`config.mk`:
```
export PLATFORM = sky130hd
export DESIGN_NAME = temperature_to_seven_segment
export DESIGN_NICKNAME = d
export VERILOG_FILES = /design/src/hdl/tts_pkg.sv /design/src/hdl/temperature_to_seven_segment.sv
export SDC_FILE = /design/constraint.sdc
export NUM_CORES = 1
export LEC_CHECK = 0
export CORE_MARGIN = 2
export CORE_UTILIZATION = 40
export DETAILED_ROUTE_END_ITERATION = 8
export DONT_BUFFER_PORTS = 1
export PLACE_DENSITY_LB_ADDON = 0.08
export SKIP_CTS_REPAIR_TIMING = 1
export SKIP_LAST_GASP = 1
export SLEW_MARGIN = 20
export SYNTH_ARGS = -nofsm -noshare
export SYNTH_HDL_FRONTEND = slang
export SYNTH_SLANG_ARGS = --single-unit
```
`constraint.sdc`:
```
create_clock -name clk -period 22.9 [get_ports clk]
set_clock_uncertainty 0.2 [all_clocks]
set_input_delay 5.725 -clock clk [delete_from_list [all_inputs] [get_ports clk]]
set_output_delay 5.725 -clock clk [all_outputs]
set_load 0.005 [all_outputs]
```
`src/hdl/tts_pkg.sv`:
```
`default_nettype none
// ============================================================================
// tts_pkg
// Segment codes, decimal digit decoder and reciprocal constants shared by the
// temperature display decoder.
// ============================================================================
package tts_pkg;

    // Segment encoding: bit 7 decimal point, bits 0..6 segments a..g.
    localparam logic [7:0] SEG_DP     = 8'h80;
    localparam logic [7:0] SEG_MINUS  = 8'h40;
    localparam logic [7:0] SEG_E      = 8'h79;
    localparam logic [7:0] SEG_R      = 8'h31;
    localparam logic [7:0] SEG_BLANK  = 8'h00;
    localparam logic [7:0] UNIT_RESET = 8'h71;

    // Width of the magnitude used for digit extraction. Every displayed
    // reading has a magnitude below 10000, so 14 bits are enough.
    localparam int MAG_W = 14;

    // Reciprocals for division by 10, 100 and 1000. Each is exact for any
    // 14-bit magnitude when the product is shifted right by the given amount.
    localparam logic [17:0] RECIP_TEN      = 18'd52429;
    localparam int          SHIFT_TEN      = 19;
    localparam logic [17:0] RECIP_HUNDRED  = 18'd167773;
    localparam int          SHIFT_HUNDRED  = 24;
    localparam logic [17:0] RECIP_THOUSAND = 18'd16778;
    localparam int          SHIFT_THOUSAND = 24;

    typedef logic [7:0] seg_t;

    // Segment pattern of one decimal digit; codes above nine show blank.
    function automatic seg_t seg_of(input logic [3:0] digit);
        seg_t pattern;
        case (digit)
            4'd0:    pattern = 8'h3F;
            4'd1:    pattern = 8'h06;
            4'd2:    pattern = 8'h5B;
            4'd3:    pattern = 8'h4F;
            4'd4:    pattern = 8'h66;
            4'd5:    pattern = 8'h6D;
            4'd6:    pattern = 8'h7D;
            4'd7:    pattern = 8'h07;
            4'd8:    pattern = 8'h7F;
            4'd9:    pattern = 8'h67;
            default: pattern = SEG_BLANK;
        endcase
        return pattern;
    endfunction

endpackage
`default_nettype wire

```
`src/hdl/temperature_to_seven_segment.sv`:
```
`default_nettype none
// ============================================================================
// temperature_to_seven_segment
// Converts a signed temperature in tenths of a degree into the four segment
// patterns of a four-position seven-segment display.
// ============================================================================
//
//  Channel   Signals                              Direction  Handshake
//  -------   -----------------------------------  ---------  ----------------
//  command   start, busy, temp_tenths             in         start & !busy
//  result    done, digit_one..digit_four,         out        done (1 cycle)
//            out_of_range
//  config    cfg_valid, cfg_ready, cfg_data       in         valid & ready
//
//  A reading accepted at one edge is captured in the input register; its
//  result word is decoded into the result register and held on the result
//  ports, done being high for a single cycle; one reading is taken every cycle.
//  The rate is set by the single decode pass between the two registers
//  (three reciprocal multiplications by constants in parallel).
//  busy never rises and the receiver cannot stall, so nothing backs up.
//  Reset clears the valid flags and loads the unit letter F.
//
module temperature_to_seven_segment (
    input  wire logic              clk,
    input  wire logic              rst_n,
    // Command channel
    input  wire logic              start,
    output      logic              busy,
    input  wire logic signed [15:0] temp_tenths,
    // Result channel
    output      logic              done,
    output      tts_pkg::seg_t     digit_one,
    output      tts_pkg::seg_t     digit_two,
    output      tts_pkg::seg_t     digit_three,
    output      tts_pkg::seg_t     digit_four,
    output      logic              out_of_range,
    // Configuration channel
    input  wire logic              cfg_valid,
    output      logic              cfg_ready,
    input  wire logic [7:0]        cfg_data
);
    import tts_pkg::*;

    logic               in_valid_reg;
    logic signed [15:0] temp_reg;
    logic [7:0]         unit_reg;

    logic [15:0]        mag_full;
    logic [MAG_W-1:0]   mag;
    logic [31:0]        prod_ten;
    logic [31:0]        prod_hundred;
    logic [31:0]        prod_thousand;
    logic [10:0]        q_ten;
    logic [7:0]         q_hundred;
    logic [4:0]         q_thousand;
    logic [MAG_W-1:0]   ten_q_ten;
    logic [MAG_W-1:0]   rem_units;
    logic [10:0]        ten_q_hundred;
    logic [10:0]        rem_tens;
    logic [7:0]         ten_q_thousand;
    logic [7:0]         rem_hundreds;
    logic [3:0]         dig_tenths;
    logic [3:0]         dig_units;
    logic [3:0]         dig_tens;
    logic [3:0]         dig_hundreds;

    seg_t               d1_next;
    seg_t               d2_next;
    seg_t               d3_next;
    seg_t               d4_next;
    logic               err_next;

    seg_t               d1_reg;
    seg_t               d2_reg;
    seg_t               d3_reg;
    seg_t               d4_reg;
    logic               err_reg;
    logic               done_reg;

    // The block never refuses a reading or a configuration word.
    assign busy      = 1'b0;
    assign cfg_ready = 1'b1;

    // Unit letter register, written from the configuration channel.
    always_ff @(posedge clk or negedge rst_n)
    begin
        if (!rst_n)
        begin
            unit_reg <= UNIT_RESET;
        end
        else if (cfg_valid && cfg_ready)
        begin
            unit_reg <= cfg_data;
        end
    end

    // Input register.
    always_ff @(posedge clk or negedge rst_n)
    begin
        if (!rst_n)
        begin
            in_valid_reg <= 1'b0;
        end
        else
        begin
            in_valid_reg <= start && !busy;
        end
    end

    always_ff @(posedge clk)
    begin
        if (start && !busy)
        begin
            temp_reg <= temp_tenths;
        end
    end

    // Magnitude; only its low bits matter for any reading that is shown.
    assign mag_full = temp_reg[15] ? 16'(-temp_reg) : 16'(temp_reg);
    assign mag      = mag_full[MAG_W-1:0];

    // Quotients by 10, 100 and 1000 through reciprocal multiplication.
    assign prod_ten      = {18'd0, mag} * {14'd0, RECIP_TEN};
    assign prod_hundred  = {18'd0, mag} * {14'd0, RECIP_HUNDRED};
    assign prod_thousand = {18'd0, mag} * {14'd0, RECIP_THOUSAND};

    assign q_ten      = prod_ten[SHIFT_TEN +: 11];
    assign q_hundred  = prod_hundred[SHIFT_HUNDRED +: 8];
    assign q_thousand = prod_thousand[SHIFT_THOUSAND +: 5];

    // Decimal digits as remainders against ten times the next quotient.
    assign ten_q_ten      = {q_ten, 3'b000} + {2'b00, q_ten, 1'b0};
    assign rem_units      = mag - ten_q_ten;
    assign ten_q_hundred  = {q_hundred, 3'b000} + {2'b00, q_hundred, 1'b0};
    assign rem_tens       = q_ten - ten_q_hundred;
    assign ten_q_thousand = {q_thousand, 3'b000} + {2'b00, q_thousand, 1'b0};
    assign rem_hundreds   = q_hundred - ten_q_thousand;

    assign dig_tenths   = rem_units[3:0];
    assign dig_units    = rem_tens[3:0];
    assign dig_tens     = rem_hundreds[3:0];
    assign dig_hundreds = q_thousand[3:0];

    // Layout selection by range of the reading.
    always_comb
    begin
        d1_next  = SEG_E;
        d2_next  = SEG_R;
        d3_next  = SEG_R;
        d4_next  = SEG_BLANK;
        err_next = 1'b1;
        if (temp_reg >= 16'sd0 && temp_reg <= 16'sd999)
        begin
            d1_next  = (dig_tens != 4'd0) ? seg_of(dig_tens) : SEG_BLANK;
            d2_next  = seg_of(dig_units) | SEG_DP;
            d3_next  = seg_of(dig_tenths);
            d4_next  = unit_reg;
            err_next = 1'b0;
        end
        else if (temp_reg >= -16'sd999 && temp_reg < 16'sd0)
        begin
            d1_next = SEG_MINUS;
            if (temp_reg > -16'sd100)
            begin
                d2_next = seg_of(dig_units) | SEG_DP;
                d3_next = seg_of(dig_tenths);
            end
            else
            begin
                d2_next = seg_of(dig_tens);
                d3_next = seg_of(dig_units);
            end
            d4_next  = unit_reg;
            err_next = 1'b0;
        end
        else if (temp_reg >= 16'sd1000 && temp_reg <= 16'sd9990)
        begin
            d1_next  = seg_of(dig_hundreds);
            d2_next  = seg_of(dig_tens);
            d3_next  = seg_of(dig_units);
            d4_next  = unit_reg;
            err_next = 1'b0;
        end
    end

    // Result register.
    always_ff @(posedge clk or negedge rst_n)
    begin
        if (!rst_n)
        begin
            done_reg <= 1'b0;
        end
        else
        begin
            done_reg <= in_valid_reg;
        end
    end

    always_ff @(posedge clk)
    begin
        if (in_valid_reg)
        begin
            d1_reg  <= d1_next;
            d2_reg  <= d2_next;
            d3_reg  <= d3_next;
            d4_reg  <= d4_next;
            err_reg <= err_next;
        end
    end

    assign done         = done_reg;
    assign digit_one    = d1_reg;
    assign digit_two    = d2_reg;
    assign digit_three  = d3_reg;
    assign digit_four   = d4_reg;
    assign out_of_range = err_reg;

endmodule
`default_nettype wire
```
==> results.json <==
{
  "dp.cells": 1605,
  "hold_path_depth": 1,
  "layout_common_cells": "inv_1, ha_1, fa_1",
  "tightest_slew_ns": 0.819,
  "cp_slowest_cell": "xor2_1",
  "period_needed_ns": 10.87,
  "yosys-top-cells-area": "ha_1, fa_1, edfxtp_1",
  "grt_pass1_vias": 8351,
  "seq_area_frac_synth_pct": 13.8,
  "worst_skew_pair.late_latency_ns": 0.33,
  "max_stage_delay_ns": 0.69,
  "fin_util_pct": 43.5,
  "finalWirelength_mm": 30.1,
  "start_util_pct": 40.7,
  "fin_cells": 1621,
  "hpwlAfterDp_mm": 25.8,
  "synth_ff_type": "edfxtp_1",
  "dieHeight_um": 178,
  "io_pins": 64,
  "yosysTopAreaCellShare_pct": 27.3,
  "timing.rr.start": "temp_reg[0]$_DFFE_PP_",
  "cts_buffer_depth": 2,
  "area_growth_pct": 6.88,
  "antenna_found_initial": 0,
  "cp-start-kind": "register",
  "finalSetupViolCount": 0,
  "fin_tns_setup_ns": 0,
  "drv_cap": 0,
  "routed-via-count": 8127,
  "syn_inst": 1213,
  "path_max_fanout": 15,
  "placeableCoreArea_um2": 29700,
  "clk_pin_slew_worst_paths_ns": 0.06,
  "async_reset_ff_share_pct": 17.5,
  "grt_max_degree": 33,
  "max-slew-margin-rel_pct": 45.2,
  "end_kind": "register",
  "die_w_um": 178,
  "reg2reg_slack_ns": 12.03,
  "num-nets-final": 1673,
  "cts_root_buf": "clkbuf_16",
  "final_common_cell": "inv_1",
  "min_from": "unit_reg[2]$_DFFE_PN0P_",
  "wl_per_cell_um": 18.5,
  "yosys.area.top_type": "ha_1",
  "grt_usage_pct": 20.2,
  "min_path_type": "reg -> reg",
  "hold_violations": 0,
  "yosys_warnings": 0,
  "fillers": 2900,
  "port_buffers": 0,
  "tritoncts": "built",
  "clock-sinks": 57,
  "grt_first_pass_wirelength_mm": 48.2,
  "multi_input_area_um2": 9160,
  "synth_edf_count": 47,
  "drt-pass1-iter-count": 5,
  "grt_setup_unrepaired": "no",
  "syn_area_um2": 12100,
  "fmax_mhz": 92.0,
  "cts_buffers": 9,
  "worstPathArrival_ns": 10.83,
  "min_to": "unit_reg[2]$_DFFE_PN0P_",
  "avgSynthCellArea_um2": 9.96,
  "largest_reg_flops": 16,
  "outcome": "complete, no violations",
  "postRouteAntennaNets": 0,
  "critical_path.top_delay_family": "adder cells",
  "drcViolationCount": 0,
  "cp_num_buf_inv": 7,
  "ff_latch_area_um2": 1670,
  "antennaDiodeCount": 0,
  "ys_ff_latch": 57,
  "maxSlewViolCount": 0,
  "via_per_inst": 5.01,
  "reg2reg_to": "digit_three[5]$_DFFE_PP_",
  "rr_worst_depth": 32,
  "drt_iter0_drc": 342,
  "synth_cell_types": 81,
  "place.gp.congestion": 0.868,
  "layout-drive-gt1-share_pct": 5.69,
  "rows": 63,
  "fin_crit_sh_pct": 47.5,
  "die-area_um2": 31600,
  "htree_num_levels": 3,
  "required_ns": 22.86,
  "gr-total-overflow": 0,
  "worstSetupPathType": "reg -> reg"
}
-- cell families after synthesis --
kind of cell             share of synthesized area (%)
AND/OR/NAND/NOR                                   5.97
multiplexers                                      2.19
buffers and inverters                             10.5
adder cells (fa/ha/maj)                           53.0
other                                           0.0621
XOR/XNOR                                          4.63
flip-flops                                        13.8
AO/OA/AOI/OAI                                     9.84
-- metal layers --
layer	part of all wire, %	GRT usage, %
met1	52	31.6
met2	44	31.2
met3	2.9	1.78
met4	0.60	2.19
met5	0	0
-- layout make-up --
type | count | area share (%)
Tap cell | 390 | 3.78
Timing Repair Buffer | 15 | 0.872
Inverter | 317 | 9.21
Clock buffer | 10 | 1.94
Multi-Input combinational cell | 826 | 70.9
Sequential cell | 57 | 12.9
Clock inverter | 6 | 0.358
-- worst reg2reg max path, delay by kind of cell, from the launching register on --
family / cells / cell delay [ns]
AND/OR/NAND/NOR: 4 / 0.60
adder cells (fa/ha/maj): 9 / 3.98
flip-flops: 1 / 0.35
AO/OA/AOI/OAI: 3 / 1.02
buffers and inverters: 7 / 1.50
multiplexers: 1 / 0.41
XOR/XNOR: 8 / 2.67
-- metrics by stage --
step                      hold WS, ns  setup WS (ns)  area, µm²
after global routing            0.311          11.53      12900
after global placement          0.281          12.26      12600
after floorplan                 0.273          13.38      12100
after CTS                       0.303          12.01      12900
final                           0.298          12.03      12900
after detailed placement        0.289          12.06      12600
-- how the worst max path moves through the flow --
stage,from,slack (ns),cells after the start,to
after global placement,temp_reg[0]$_DFFE_PP_,12.26,32,digit_three[5]$_DFFE_PP_
after floorplan,temp_reg[0]$_DFFE_PP_,13.38,31,digit_three[5]$_DFFE_PP_
after detailed placement,temp_reg[0]$_DFFE_PP_,12.06,32,digit_three[5]$_DFFE_PP_
final,temp_reg[0]$_DFFE_PP_,12.03,32,digit_three[5]$_DFFE_PP_
after CTS,temp_reg[0]$_DFFE_PP_,12.01,32,digit_three[5]$_DFFE_PP_
after global routing,temp_reg[0]$_DFFE_PP_,11.53,32,digit_three[5]$_DFFE_PP_
-- Yosys cell counts (3+ instances only) --
cell type / count
or2_2: 3
nand3_1: 10
o21ai_0: 31
nand2b_1: 5
a21boi_0: 3
dfstp_2: 4
a31oi_1: 6
xnor2_2: 5
and3_1: 8
inv_1: 313
nor3_1: 8
o31ai_1: 7
nor2b_1: 11
nand2_1: 47
mux2_2: 11
and2_1: 8
a21o_1: 12
nor2_1: 32
a31o_2: 3
o22ai_1: 12
edfxtp_1: 47
and4_1: 3
o21a_1: 3
dfrtp_1: 6
inv_2: 4
fa_1: 155
xor2_1: 11
a22oi_1: 4
clkbuf_1: 9
a21oi_1: 41
ha_1: 264
xnor2_1: 39
a221oi_1: 6
buf_4: 4
mux2i_1: 13
a211oi_1: 6
Power is left out: the tool's default activity adds up to more than one toggle a clock period on the data nets, which glitch-free logic cannot reach.
